==> src/hdl/fht_pkg.sv <==
`default_nettype none

package fht_pkg;

   localparam int MAX_FRAGS_DEF = 32;

   localparam int OFF_W  = 16;
   localparam int LEN_W  = 16;
   localparam int TOT_W  = 17;
   localparam int HOLE_W = 9;
   localparam int FCNT_W = 9;
   localparam int STAT_W = 3;

   localparam logic OP_ADD     = 1'b0;
   localparam logic OP_ABANDON = 1'b1;

   localparam logic [STAT_W-1:0] ST_ACCEPTED = 3'd0;
   localparam logic [STAT_W-1:0] ST_COMPLETE = 3'd1;
   localparam logic [STAT_W-1:0] ST_REJECTED = 3'd2;
   localparam logic [STAT_W-1:0] ST_DROPPED  = 3'd3;
   localparam logic [STAT_W-1:0] ST_CLEARED  = 3'd4;

   typedef struct packed {
      logic load;
      logic idx_clear;
      logic idx_load_count;
      logic scan_rd;
      logic scan_eval;
      logic shift_rd;
      logic shift_wr;
      logic commit;
      logic drop;
      logic abandon;
   } cmd_type;

   typedef struct packed {
      logic is_abandon;
      logic invalid;
      logic scan_more;
      logic found;
      logic store;
      logic shift_more;
      logic out_free;
   } stat_type;

endpackage

`default_nettype wire

==> src/hdl/fht_ctrl.sv <==
`default_nettype none

module fht_ctrl (
   input  wire logic             clock,
   input  wire logic             reset,
   input  wire logic             req_valid,
   output logic                  req_ready,
   input  wire fht_pkg::stat_type stat,
   output fht_pkg::cmd_type      cmd
);

   typedef enum logic [2:0] {
      IDLE,
      DISPATCH,
      SCAN,
      DECIDE,
      SHIFT,
      COMMIT
   } state_type;

   state_type state_ff, state_in;
   logic      pend_ff, pend_in;

   always_comb begin
      cmd       = '0;
      state_in  = state_ff;
      pend_in   = 1'b0;
      req_ready = 1'b0;
      unique case (state_ff)
         IDLE: begin
            req_ready = !reset;
            if (req_valid && !reset) begin
               cmd.load = 1'b1;
               state_in = DISPATCH;
            end
         end
         DISPATCH: begin
            if (stat.is_abandon) begin
               if (stat.out_free) begin
                  cmd.abandon = 1'b1;
                  state_in    = IDLE;
               end
            end else if (stat.invalid) begin
               if (stat.out_free) begin
                  cmd.drop = 1'b1;
                  state_in = IDLE;
               end
            end else begin
               cmd.idx_clear = 1'b1;
               state_in      = SCAN;
            end
         end
         SCAN: begin
            cmd.scan_rd   = stat.scan_more && !stat.found;
            cmd.scan_eval = pend_ff;
            pend_in       = cmd.scan_rd;
            if (!pend_ff && !cmd.scan_rd) begin
               state_in = DECIDE;
            end
         end
         DECIDE: begin
            if (stat.store) begin
               cmd.idx_load_count = 1'b1;
               state_in           = SHIFT;
            end else begin
               state_in = COMMIT;
            end
         end
         SHIFT: begin
            cmd.shift_rd = stat.shift_more;
            cmd.shift_wr = pend_ff;
            pend_in      = cmd.shift_rd;
            if (!pend_ff && !stat.shift_more) begin
               state_in = COMMIT;
            end
         end
         COMMIT: begin
            if (stat.out_free) begin
               cmd.commit = 1'b1;
               state_in   = IDLE;
            end
         end
         default: begin
            state_in = IDLE;
         end
      endcase
   end

   always_ff @(posedge clock) begin
      if (reset) begin
         state_ff <= IDLE;
         pend_ff  <= 1'b0;
      end else begin
         state_ff <= state_in;
         pend_ff  <= pend_in;
      end
   end

endmodule

`default_nettype wire

==> src/hdl/fht_datapath.sv <==
`default_nettype none

module fht_datapath #(
   parameter int MAX_FRAGS = fht_pkg::MAX_FRAGS_DEF
) (
   input  wire logic                         clock,
   input  wire logic                         reset,
   input  wire fht_pkg::cmd_type             cmd,
   output fht_pkg::stat_type                 stat,
   input  wire logic                         req_operation,
   input  wire logic [fht_pkg::OFF_W-1:0]    req_frag_offset,
   input  wire logic [fht_pkg::LEN_W-1:0]    req_frag_length,
   input  wire logic                         req_is_last,
   output logic                              rsp_valid,
   input  wire logic                         rsp_ready,
   output logic [fht_pkg::STAT_W-1:0]        rsp_status,
   output logic [fht_pkg::TOT_W-1:0]         rsp_total_length,
   output logic [fht_pkg::HOLE_W-1:0]        rsp_hole_count,
   output logic [fht_pkg::FCNT_W-1:0]        rsp_fragment_count,
   output logic [fht_pkg::FCNT_W-1:0]        rsp_fragments_dropped
);

   localparam int IDX_W = (MAX_FRAGS > 1) ? $clog2(MAX_FRAGS) : 1;
   localparam int CNT_W = $clog2(MAX_FRAGS + 1);
   localparam int OFF_W = fht_pkg::OFF_W;
   localparam int LEN_W = fht_pkg::LEN_W;
   localparam int TOT_W = fht_pkg::TOT_W;
   localparam int HOLE_W = fht_pkg::HOLE_W;
   localparam int FCNT_W = fht_pkg::FCNT_W;

   logic [OFF_W-1:0] mem_start [MAX_FRAGS];
   logic [LEN_W-1:0] mem_len   [MAX_FRAGS];

   // item
   logic             op_ff;
   logic [OFF_W-1:0] off_ff;
   logic [LEN_W-1:0] len_ff;
   logic             last_ff;

   // tracker state
   logic [TOT_W-1:0]  dlen_ff;
   logic [HOLE_W-1:0] gaps_ff;
   logic [CNT_W-1:0]  count_ff;
   logic              invalid_ff;

   // walk
   logic [CNT_W-1:0] idx_ff, idx_in;
   logic [IDX_W-1:0] rd_addr_in, rd_addr_ff;
   logic [OFF_W-1:0] rd_start_ff;
   logic [LEN_W-1:0] rd_len_ff;
   logic [CNT_W-1:0] pos_ff;
   logic [TOT_W-1:0] prev_end_ff;
   logic [OFF_W-1:0] next_ff;
   logic             found_ff;

   // result
   logic              rsp_valid_ff;
   logic [fht_pkg::STAT_W-1:0] rsp_status_ff;
   logic [TOT_W-1:0]  rsp_total_ff;
   logic [HOLE_W-1:0] rsp_holes_ff;
   logic [FCNT_W-1:0] rsp_count_ff;
   logic [FCNT_W-1:0] rsp_dropped_ff;

   logic [TOT_W-1:0]  end_w;
   logic              touch_prev;
   logic              touch_next;
   logic              reject;
   logic              store;
   logic [TOT_W-1:0]  dlen_new;
   logic [HOLE_W-1:0] gaps_new;
   logic [CNT_W-1:0]  count_new;

   always_comb begin
      end_w      = {1'b0, off_ff} + {1'b0, len_ff};
      touch_prev = (prev_end_ff == {1'b0, off_ff});
      touch_next = last_ff || (found_ff && (end_w == {1'b0, next_ff}));
      reject     = (!last_ff && (len_ff[2:0] != 3'd0))
                || ((dlen_ff != '0) && (end_w > dlen_ff))
                || (last_ff && (dlen_ff != '0))
                || (prev_end_ff > {1'b0, off_ff})
                || (found_ff && last_ff)
                || (found_ff && (end_w > {1'b0, next_ff}))
                || ((len_ff != '0) && (count_ff >= CNT_W'(MAX_FRAGS)));
      store      = !reject && (len_ff != '0);
      dlen_new   = last_ff ? end_w : dlen_ff;
      count_new  = store ? count_ff + CNT_W'(1) : count_ff;
      gaps_new   = gaps_ff;
      if (len_ff != '0) begin
         if (touch_prev && touch_next) begin
            gaps_new = gaps_ff - HOLE_W'(1);
         end else if (!touch_prev && !touch_next) begin
            gaps_new = gaps_ff + HOLE_W'(1);
         end
      end else if (last_ff && touch_prev) begin
         gaps_new = gaps_ff - HOLE_W'(1);
      end
   end

   always_comb begin
      stat.is_abandon = (op_ff == fht_pkg::OP_ABANDON);
      stat.invalid    = invalid_ff;
      stat.scan_more  = (idx_ff < count_ff);
      stat.found      = found_ff;
      stat.store      = store;
      stat.shift_more = (idx_ff > pos_ff);
      stat.out_free   = !rsp_valid_ff || rsp_ready;
   end

   always_comb begin
      idx_in     = idx_ff;
      rd_addr_in = IDX_W'(idx_ff);
      priority if (cmd.idx_clear) begin
         idx_in = '0;
      end else if (cmd.idx_load_count) begin
         idx_in = count_ff;
      end else if (cmd.scan_rd) begin
         idx_in = idx_ff + CNT_W'(1);
      end else if (cmd.shift_rd) begin
         rd_addr_in = IDX_W'(idx_ff - CNT_W'(1));
         idx_in     = idx_ff - CNT_W'(1);
      end else begin
         idx_in = idx_ff;
      end
   end

   // extent memory, one write and one registered read
   always_ff @(posedge clock) begin
      if (cmd.commit && store) begin
         mem_start[IDX_W'(pos_ff)] <= off_ff;
         mem_len[IDX_W'(pos_ff)]   <= len_ff;
      end else if (cmd.shift_wr) begin
         mem_start[rd_addr_ff + IDX_W'(1)] <= rd_start_ff;
         mem_len[rd_addr_ff + IDX_W'(1)]   <= rd_len_ff;
      end
      if (cmd.scan_rd || cmd.shift_rd) begin
         rd_start_ff <= mem_start[rd_addr_in];
         rd_len_ff   <= mem_len[rd_addr_in];
         rd_addr_ff  <= rd_addr_in;
      end
   end

   always_ff @(posedge clock) begin
      idx_ff <= idx_in;
      if (cmd.load) begin
         op_ff   <= req_operation;
         off_ff  <= req_frag_offset;
         len_ff  <= req_frag_length;
         last_ff <= req_is_last;
      end
      if (cmd.idx_clear) begin
         pos_ff      <= '0;
         prev_end_ff <= '0;
         found_ff    <= 1'b0;
      end else if (cmd.scan_eval && !found_ff) begin
         if (rd_start_ff <= off_ff) begin
            prev_end_ff <= {1'b0, rd_start_ff} + {1'b0, rd_len_ff};
            pos_ff      <= CNT_W'(rd_addr_ff) + CNT_W'(1);
         end else begin
            found_ff <= 1'b1;
            next_ff  <= rd_start_ff;
         end
      end
      if (cmd.abandon) begin
         rsp_status_ff  <= fht_pkg::ST_CLEARED;
         rsp_total_ff   <= '0;
         rsp_holes_ff   <= HOLE_W'(1);
         rsp_count_ff   <= '0;
         rsp_dropped_ff <= '0;
      end else if (cmd.drop) begin
         rsp_status_ff  <= fht_pkg::ST_DROPPED;
         rsp_total_ff   <= dlen_ff;
         rsp_holes_ff   <= gaps_ff;
         rsp_count_ff   <= FCNT_W'(count_ff);
         rsp_dropped_ff <= FCNT_W'(1);
      end else if (cmd.commit) begin
         if (reject) begin
            rsp_status_ff  <= fht_pkg::ST_REJECTED;
            rsp_total_ff   <= dlen_ff;
            rsp_holes_ff   <= gaps_ff;
            rsp_count_ff   <= FCNT_W'(count_ff);
            rsp_dropped_ff <= FCNT_W'(count_ff) + FCNT_W'(1);
         end else begin
            rsp_status_ff  <= (gaps_new == '0) ? fht_pkg::ST_COMPLETE
                                                : fht_pkg::ST_ACCEPTED;
            rsp_total_ff   <= dlen_new;
            rsp_holes_ff   <= gaps_new;
            rsp_count_ff   <= FCNT_W'(count_new);
            rsp_dropped_ff <= '0;
         end
      end
   end

   always_ff @(posedge clock) begin
      if (reset) begin
         dlen_ff      <= '0;
         gaps_ff      <= HOLE_W'(1);
         count_ff     <= '0;
         invalid_ff   <= 1'b0;
         rsp_valid_ff <= 1'b0;
      end else begin
         if (cmd.abandon || (cmd.commit && !reject && (gaps_new == '0))) begin
            dlen_ff    <= '0;
            gaps_ff    <= HOLE_W'(1);
            count_ff   <= '0;
            invalid_ff <= 1'b0;
         end else if (cmd.commit && reject) begin
            invalid_ff <= 1'b1;
         end else if (cmd.commit) begin
            dlen_ff  <= dlen_new;
            gaps_ff  <= gaps_new;
            count_ff <= count_new;
         end
         if (cmd.abandon || cmd.drop || cmd.commit) begin
            rsp_valid_ff <= 1'b1;
         end else if (rsp_ready) begin
            rsp_valid_ff <= 1'b0;
         end
      end
   end

   assign rsp_valid             = rsp_valid_ff;
   assign rsp_status            = rsp_status_ff;
   assign rsp_total_length      = rsp_total_ff;
   assign rsp_hole_count        = rsp_holes_ff;
   assign rsp_fragment_count    = rsp_count_ff;
   assign rsp_fragments_dropped = rsp_dropped_ff;

   a_count_bound: assert property (@(posedge clock) disable iff (reset)
      count_ff <= CNT_W'(MAX_FRAGS))
      else $error("stored count beyond capacity");

   a_insert_room: assert property (@(posedge clock) disable iff (reset)
      (cmd.commit && store) |-> (count_ff < CNT_W'(MAX_FRAGS)))
      else $error("insert into a full list");

   a_one_writer: assert property (@(posedge clock) disable iff (reset)
      !(cmd.commit && cmd.shift_wr))
      else $error("shift and insert in one cycle");

   a_complete_clears: assert property (@(posedge clock) disable iff (reset)
      (cmd.commit && !reject && (gaps_new == '0))
      |=> (count_ff == '0) && (gaps_ff == HOLE_W'(1)) && !invalid_ff)
      else $error("tracker not cleared after completion");

   a_result_slot: assert property (@(posedge clock) disable iff (reset)
      (cmd.commit || cmd.drop || cmd.abandon) |-> (!rsp_valid_ff || rsp_ready))
      else $error("result overwritten before taken");

endmodule

`default_nettype wire

==> src/hdl/fragment_hole_tracker_top.sv <==
// flow: abandon and dropped items register their result in DISPATCH once the result slot
//   is free; an add item walks the stored extents in SCAN, passes DECIDE, shifts later
//   extents in SHIFT if stored, and registers its result in COMMIT once the slot is free
// throughput: one item at a time; the next item is accepted the cycle after the result is
//   registered, while that result may still wait on rsp_ready
// reset: clears flags, result valid, length, count; holes to 1; extent memory not cleared
`default_nettype none

module fragment_hole_tracker_top #(
   parameter int MAX_FRAGS = fht_pkg::MAX_FRAGS_DEF
) (
   input  wire logic                         clock,
   input  wire logic                         reset,
   input  wire logic                         req_valid,
   output logic                              req_ready,
   input  wire logic                         req_operation,
   input  wire logic [fht_pkg::OFF_W-1:0]    req_frag_offset,
   input  wire logic [fht_pkg::LEN_W-1:0]    req_frag_length,
   input  wire logic                         req_is_last,
   output logic                              rsp_valid,
   input  wire logic                         rsp_ready,
   output logic [fht_pkg::STAT_W-1:0]        rsp_status,
   output logic [fht_pkg::TOT_W-1:0]         rsp_total_length,
   output logic [fht_pkg::HOLE_W-1:0]        rsp_hole_count,
   output logic [fht_pkg::FCNT_W-1:0]        rsp_fragment_count,
   output logic [fht_pkg::FCNT_W-1:0]        rsp_fragments_dropped
);

   fht_pkg::cmd_type  cmd;
   fht_pkg::stat_type stat;

   fht_ctrl u_ctrl (
      .clock     (clock),
      .reset     (reset),
      .req_valid (req_valid),
      .req_ready (req_ready),
      .stat      (stat),
      .cmd       (cmd)
   );

   fht_datapath #(
      .MAX_FRAGS (MAX_FRAGS)
   ) u_datapath (
      .clock                 (clock),
      .reset                 (reset),
      .cmd                   (cmd),
      .stat                  (stat),
      .req_operation         (req_operation),
      .req_frag_offset       (req_frag_offset),
      .req_frag_length       (req_frag_length),
      .req_is_last           (req_is_last),
      .rsp_valid             (rsp_valid),
      .rsp_ready             (rsp_ready),
      .rsp_status            (rsp_status),
      .rsp_total_length      (rsp_total_length),
      .rsp_hole_count        (rsp_hole_count),
      .rsp_fragment_count    (rsp_fragment_count),
      .rsp_fragments_dropped (rsp_fragments_dropped)
   );

endmodule

`default_nettype wire

==> config.mk <==
export PLATFORM = sky130hd
export DESIGN_NAME = fragment_hole_tracker_top
export DESIGN_NICKNAME = d
export VERILOG_FILES = /design/src/hdl/fht_pkg.sv /design/src/hdl/fht_ctrl.sv /design/src/hdl/fht_datapath.sv /design/src/hdl/fragment_hole_tracker_top.sv
export SDC_FILE = /design/constraint.sdc
export NUM_CORES = 2
export LEC_CHECK = 0
export ABC_AREA = 1
export ABC_CLOCK_PERIOD_IN_PS = 4910
export BUFFER_PORTS_ARGS = -buffer_cell sky130_fd_sc_hd__buf_2
export CORE_UTILIZATION = 47
export CTS_CLUSTER_DIAMETER = 50
export DETAILED_ROUTE_END_ITERATION = 16
export PLACE_DENSITY_LB_ADDON = 0.25
export SLEW_MARGIN = 10
export SYNTH_ARGS = -nofsm -noshare
export SYNTH_HDL_FRONTEND = slang
export SYNTH_SLANG_ARGS = --single-unit
==> constraint.sdc <==
create_clock -name clock -period 4.91 [get_ports clock]
set_input_delay 0.7365 -clock clock [delete_from_list [all_inputs] [get_ports clock]]
set_output_delay 0.7365 -clock clock [all_outputs]
set_load 0.02 [all_outputs]
=== After elaboration in Yosys (flattened, before gate mapping) ===
Memory sizes are Yosys's and may differ from the RTL's. A register that Yosys moved wholly into a read port is not among the register bits.
Index checks and enable logic that the tools add are counted.

* Bitwise operators: 3
* Order comparisons: 7
* Equal/unequal tests: 10
* Reductions and logical operators: 59
* $add $sub $neg: 10
* Mux-type cells: 67

{| class="wikitable"
|+ Operators with widths
! cell !! number
|-
| $mux 17 || 4
|-
| $mux 9 || 7
|-
| $mux 6 || 7
|-
| $add 16x16->17 || 2
|-
| $eq 17x16->1 || 2
|-
| $gt 17x16->1 || 2
|-
| $mux 16 || 2
|-
| $reduce_or 16->1 || 2
|-
| $mux 5 || 6
|-
| $mux 3 || 9
|-
| $mux 1 || 26
|-
| $logic_and 1x1->1 || 20
|-
| $pmux 3 s6 || 1
|-
| $gt 17x17->1 || 1
|-
| $reduce_bool 17->1 || 1
|-
| $le 16x16->1 || 1
|-
| $reduce_bool 16->1 || 1
|-
| $add 6x1->6 const B || 2
|-
| $logic_or 1x1->1 || 12
|-
| $logic_not 1->1 || 10
|-
| $add 9x1->9 const B || 1
|-
| $logic_not 9->1 || 1
|-
| $sub 9x1->9 const B || 1
|-
| $add 6x1->7 const B || 1
|-
| other kinds (20) || 34
|}

* Output and inout bits: 49
* Logic and storage cells: 181
* Memory bits (writable): 1024
* Register bits after elaboration: 167
* Bits of input ports: 38
* Memories kept: 2

{| class="wikitable"
|+ Memory list
! name !! depth !! bits a word !! rd ports !! clocked after Yosys merged registers in !! wr ports !! line !! source
|-
| u_datapath.mem_len || 32 || 16 || 1 || 1 || 1 || fht_datapath.sv:32 || <nowiki>logic [LEN_W-1:0] mem_len [MAX_FRAGS];</nowiki>
|-
| u_datapath.mem_start || 32 || 16 || 1 || 1 || 1 || fht_datapath.sv:31 || <nowiki>logic [OFF_W-1:0] mem_start [MAX_FRAGS];</nowiki>
|}

=== Depth between registers and ports, before layout ===
* Depth after elaboration: 16
* Depth in mapped cells: 29
* Gate-level depth less buffers: 29

=== By module ===
A second synthesis with hierarchy kept.

* Cells, all modules: 4468
* Area, all modules: 52190.1 um2

{| class="wikitable"
|+ By module, submodules not included
! module !! seq. area each (um2) !! area an instance (um2) !! times used !! cells an instance
|-
| fht_datapath || 35484.0 || 51866.0 || 1 || 4407
|-
| fht_ctrl || 80.1 || 324.1 || 1 || 61
|}

=== Least setup slack after synthesis ===
No wires, ideal clock.

* Path kind: flip-flop to flip-flop
* Start point: register u_datapath.off_ff[0]
* End point: memory u_datapath.mem_len[0][0] (enable)
* Clock period less this slack: 5.283 ns
* Library setup time: 0.421 ns
* Data required time: 4.489 ns
* Path buffers: 0
* Setup slack: -0.373 ns
* Arrival time: 4.862 ns
* Cell stages (with the launch flop): 21
* Path through: edfxtp_1 > ha_1 > fa_1 > nand3_1 > nand3_1 > nand2_1 > nand2_2 > a31o_2 > xnor2_1 > inv_1 > ha_1 > nand2_1 > nor4b_1 > nand3_1 > o21ai_0 > nand2_1 > a21oi_2 > nand3_2 > o21ai_2 > nand3_1 > nor2_1

* Word-level cells in the longest chain between the ends: 16
* Elaborated cells between the ends (all ways): 22
* Classes of those cells: add/sub: 1; order compare: 3; mux: 6; reduce/logical: 12

{| class="wikitable"
|+ RTL lines
! element !! line !! source
|-
| start, declared || fht_datapath.sv:36 || <nowiki>logic [OFF_W-1:0] off_ff;</nowiki>
|-
| start signal, assigned || fht_datapath.sv:146 || <nowiki>off_ff <= req_frag_offset;</nowiki>
|-
| $add 16x16->17 || fht_datapath.sv:74 || <nowiki>end_w = {1'b0, off_ff} + {1'b0, len_ff};</nowiki>
|-
| $gt 17x17->1 || fht_datapath.sv:78 || <nowiki>|| ((dlen_ff != '0) && (end_w > dlen_ff))</nowiki>
|-
| $logic_and 1x1->1 || fht_datapath.sv:78 ||
|-
| $logic_or 1x1->1 || fht_datapath.sv:78 ||
|-
| $logic_or 1x1->1 || fht_datapath.sv:79 || <nowiki>|| (last_ff && (dlen_ff != '0))</nowiki>
|-
| $logic_or 1x1->1 || fht_datapath.sv:80 || <nowiki>|| (prev_end_ff > {1'b0, off_ff})</nowiki>
|-
| $logic_or 1x1->1 || fht_datapath.sv:81 || <nowiki>|| (found_ff && last_ff)</nowiki>
|-
| $logic_or 1x1->1 (*) || fht_datapath.sv:82 || <nowiki>|| (found_ff && (end_w > {1'b0, next_ff}))</nowiki>
|-
| $logic_or 1x1->1 (*) || fht_datapath.sv:83 || <nowiki>|| ((len_ff != '0) && (count_ff >= CNT_W'(MAX_FRAGS)));</nowiki>
|-
| $logic_not 1->1 (*) || fht_datapath.sv:84 || <nowiki>store = !reject && (len_ff != '0);</nowiki>
|-
| $logic_and 1x1->1 (*) || fht_datapath.sv:84 ||
|-
| $logic_and 1x1->1 (*) || fht_datapath.sv:128 || <nowiki>if (cmd.commit && store) begin</nowiki>
|-
| $mux 1 || fht_datapath.sv:128 ||
|-
| $mux 1 (not written as such) || fht_datapath.sv:133 || <nowiki>mem_len[rd_addr_ff + IDX_W'(1)] <= rd_len_ff;</nowiki>
|-
| $reduce_or 16->1 (no line) || -- ||
|-
| $mux 5 (no line) or $mux 1 (tied branches) || -- ||
|-
| end, declared || fht_datapath.sv:32 ||
|}

Every way passes the cells marked *; elsewhere a longest branch is shown, timed or not.

=== Worst setup path after layout ===
* Start point: register u_datapath.len_ff[2]
* End point: memory u_datapath.mem_len[1][12] (enable)

* Word-level cells in the longest chain between the ends: 16
* Elaborated cells between the ends (all ways): 25
* Classes of those cells: add/sub: 1; order compare: 2; mux: 6; reduce/logical: 16

{| class="wikitable"
|+ RTL lines
! element !! line !! source
|-
| start, declared || fht_datapath.sv:37 || <nowiki>logic [LEN_W-1:0] len_ff;</nowiki>
|-
| start signal, assigned || fht_datapath.sv:147 || <nowiki>len_ff <= req_frag_length;</nowiki>
|-
| $add 16x16->17 || fht_datapath.sv:74 ||
|-
| $gt 17x17->1 || fht_datapath.sv:78 ||
|-
| $logic_and 1x1->1 || fht_datapath.sv:78 ||
|-
| $logic_or 1x1->1 || fht_datapath.sv:78 ||
|-
| $logic_or 1x1->1 || fht_datapath.sv:79 ||
|-
| $logic_or 1x1->1 || fht_datapath.sv:80 ||
|-
| $logic_or 1x1->1 || fht_datapath.sv:81 ||
|-
| $logic_or 1x1->1 || fht_datapath.sv:82 ||
|-
| $logic_or 1x1->1 || fht_datapath.sv:83 ||
|-
| $logic_not 1->1 || fht_datapath.sv:84 ||
|-
| $logic_and 1x1->1 (*) || fht_datapath.sv:84 ||
|-
| $logic_and 1x1->1 (*) || fht_datapath.sv:128 ||
|-
| $mux 1 || fht_datapath.sv:128 ||
|-
| $mux 1 (not written as such) || fht_datapath.sv:133 ||
|-
| $reduce_or 16->1 (no line) || -- ||
|-
| $mux 5 (no line) or $mux 1 (tied branches) || -- ||
|}

Marked as above.

==> results.ini <==
[critical_path]
critPathKind = flip-flop to flip-flop
required_ps = 5370
crit_fanout = 10
crit_path_start_kind = flip-flop
arrival_ps = 5150
endpoint_kind = flip-flop

[synth]
yosysWarnings = 0
yosysTopAreaCellShare = 0.635
synth_cells = 4459
ys_seq_elements = 1221
netlist_top_cells_area = edfxtp_1 64%, o21ai_0 6.4%, nor2_1 4.5%
synth-edff-count = 1111
seq_area_frac_synth = 0.677
async_flop_share = 0
synth_cell_types = 59
synthesis.area_um2 = 52500
synth.avg_cell_area_um2 = 11.8
synth_ff_type = edfxtp_1
synth_area_leader_cell = edfxtp_1

[timing]
min_period_over_period = 0.956
hold_viol_final = 0
setup_viol = 0
relSlewSlack = 0.161
drv_slew = 0
tightest_slew_ps = 1250
finalWorstSetupSlack_ps = 218
fin_crit_ps = 4690
tns_ps = 0
timing.fmax_ghz = 0.213
worst_clock_skew_ps = 30.3

[pwr]
power.density_nw_per_um2 = 484
peakVddDrop_v = 0.000406
total_power_mw = 29.8
p_leak_nw = 21.5

[cells_and_area]
syn2layout_area_growth_pct = 17.3
drive_above_1_share = 0.139
final_util = 0.557
nets = 4753
seqCellArea_um2 = 35600
num-fill-cells = 9053
multi_input_area_um2 = 15800

[clocking]
clk_path_buf_depth = 3
clk-insertion-delay-late_ps = 760
htreeDepth = 4
hold_buffers = 0
cts_root_buffer = clkbuf_16
cts_made_buffers = 140
cts_tree = yes
cts.sinks = 1221
clk_pin_slew_ps = 60

[floorplan]
die_y_um = 336
die_w_um = 336
core-area_um2 = 111000
die_area_um2 = 113000
row_count = 122
start_util = 0.475
ios = 87

[flow_run]
maxCapViolations = 0

[route]
drt_iter0_markers = 3915
via_per_inst = 5.89
num_vias = 36500
routed_wl_um = 148000
ant_nets = 0
drcViolationCount = 0
drtPass1Iterations = 6
drt-wirelength-per-cell_um = 23.9

[grt]
overflow = 0
grt_start_max_net_pins = 129
antenna_found_initial = 6
grt_pass1_vias = 34700
grt_pass1_wl_um = 221000
grt_usage = 0.261

[place]
pre_cts_ws_ps = 244
dp_hpwl_um = 94600
gp_congestion = 0.935
io_buffer_count = 81

[min_path]
min_path_type = input pin to flip-flop

[outcome]
outcome = finished, final reports clean

synth_stat cells (7+ instances only):
cell type and n:
o21bai_1 15, o21ai_1 14, edfxtp_1 1111, nand2_2 9
a21oi_2 8, xnor2_1 7, or2_2 7, buf_2 34
nand3_1 199, nor2_1 623, nor3_1 20, o21ai_0 674
inv_2 14, dfxtp_1 110, nand2_1 485, a21oi_1 127
inv_1 205, xor2_1 38, nand4_1 30, nor2_4 33
o211ai_1 9, buf_1 21, clkbuf_1 204, o221ai_1 257
ha_1 115, nor4_1 8, a31oi_1 7
path summary, 6_finish.rpt:
kind / slack (ps) / startpoint / endpoint / cells past startpoint
max: 220 / u_datapath.len_ff[2]$_DFFE_PP_ / u_datapath.mem_len[1][12]$_DFFE_PP_ / 26
min: 160 / req_frag_length[15] / u_datapath.len_ff[15]$_DFFE_PP_ / 1
max reg2reg: 220 / u_datapath.len_ff[2]$_DFFE_PP_ / u_datapath.mem_len[1][12]$_DFFE_PP_ / 26
min reg2reg: 450 / u_datapath.rsp_status[2]$_SDFFE_PP1P_ / u_datapath.rsp_status[2]$_SDFFE_PP1P_ / 2
worst max-delay path, stage by stage (launching register included):
cell	delay, ps
edfxtp_1	440
ha_4	290
a21oi_1	180
nand2_1	120
nand2_1	90
o211ai_1	140
nand2_1	120
nand2_1	70
a21oi_2	160
o21ai_1	90
xor2_1	220
buf_4	150
ha_1	210
nand2_1	100
o21ai_0	100
a21oi_1	170
nand2_1	80
o21ai_1	160
nand2_1	80
a21oi_2	160
nand3_2	140
o21ai_4	320
nand3_2	140
buf_12	200
nor2_4	180
buf_12	160
buf_12	140
registers in the layout (all words and copies together) (netlist names), 3 cells and up:
signal	cells
u_datapath.mem_len	512
u_datapath.idx_ff	6
u_datapath.rsp_status	3
u_datapath.rsp_fragment_count	6
u_datapath.rsp_total_length	17
u_datapath.count_ff	6
u_datapath.gaps_ff	9
u_datapath.off_ff	16
u_datapath.len_ff	16
u_datapath.rd_start_ff	16
u_datapath.rsp_fragments_dropped	7
u_datapath.prev_end_ff	17
u_datapath.next_ff	16
u_ctrl.state_ff	3
u_datapath.dlen_ff	17
u_datapath.pos_ff	6
u_datapath.mem_start	512
u_datapath.rd_len_ff	16
u_datapath.rd_addr_ff	5
u_datapath.rsp_hole_count	9
cells in the final DEF, fill, tap and decap left out, types with 11 or more instances in the layout:
cell / count
clkbuf_1: 21
o21bai_1: 15
inv_6: 11
o21ai_1: 17
edfxtp_1: 1111
clkinv_1: 26
inv_2: 12
o21ai_0: 646
nor3_1: 20
nor2_4: 67
buf_2: 81
dfxtp_1: 110
a21oi_1: 125
buf_4: 93
xor2_1: 35
clkbuf_16: 153
bufinv_16: 12
inv_1: 203
o221ai_1: 257
nand3_1: 195
nand2_1: 482
clkinv_2: 20
nand2_2: 11
o21ai_4: 26
buf_12: 81
ha_1: 110
nor2_1: 588
nand4_1: 30
cells by family (layout without fill, tap and decap cells):
group	after synthesis	after routing	share of synthesized area
other	1	7	0.0000714
adders and majority gates	117	117	0.0282
AOI/OAI and AO/OA	1148	1148	0.132
xor gates and xnor gates	45	45	0.00750
buffers and inverters	493	744	0.0374
and+or+nand+nor	1434	1434	0.118
DFF	1221	1221	0.677
layer usage:
metal	global-route usage	routed length (µm)
met1	0.378	64000
met2	0.408	68800
met3	0.0396	11800
met4	0.0797	3620
met5	0	40
repair_timing:
item | CTS | global route
buffers inserted | 0 | 3
endpoints found under the setup margin | 0 | 1049
gates resized for setup | 0 | 20
final cells by class:
cell class / instances / share of cell area
Clock buffer: 177 / 0.0637
Sequential cell: 1221 / 0.577
Inverter: 226 / 0.0141
Tap cell: 1488 / 0.0302
Antenna cell: 2 / 0.0000812
Clock inverter: 81 / 0.0133
Multi-Input combinational cell: 2749 / 0.256
Timing Repair Buffer: 260 / 0.0456
power breakdown:
| part | internal [mW] | leakage (nW) | switching, mW |
|---|---|---|---|
| clock network | 6.34 | 2.31 | 4.28 |
| logic | 2.13 | 8.26 | 5.39 |
| registers | 11.6 | 10.9 | 0.112 |
through the flow:
| step | instance area, µm² | hold slack [ps] | cells |
|---|---|---|---|
| after global routing | 61600 | 145 | 6204 |
| after global placement | 56600 | 427 | 5938 |
| after CTS | 61400 | 114 | 6196 |
| final | 61600 | 159 | 6204 |
| after floorplan | 52500 | 435 | 4463 |
| after detailed placement | 56600 | 436 | 5938 |
No activity file was read; power rests on OpenSTA's default activity.
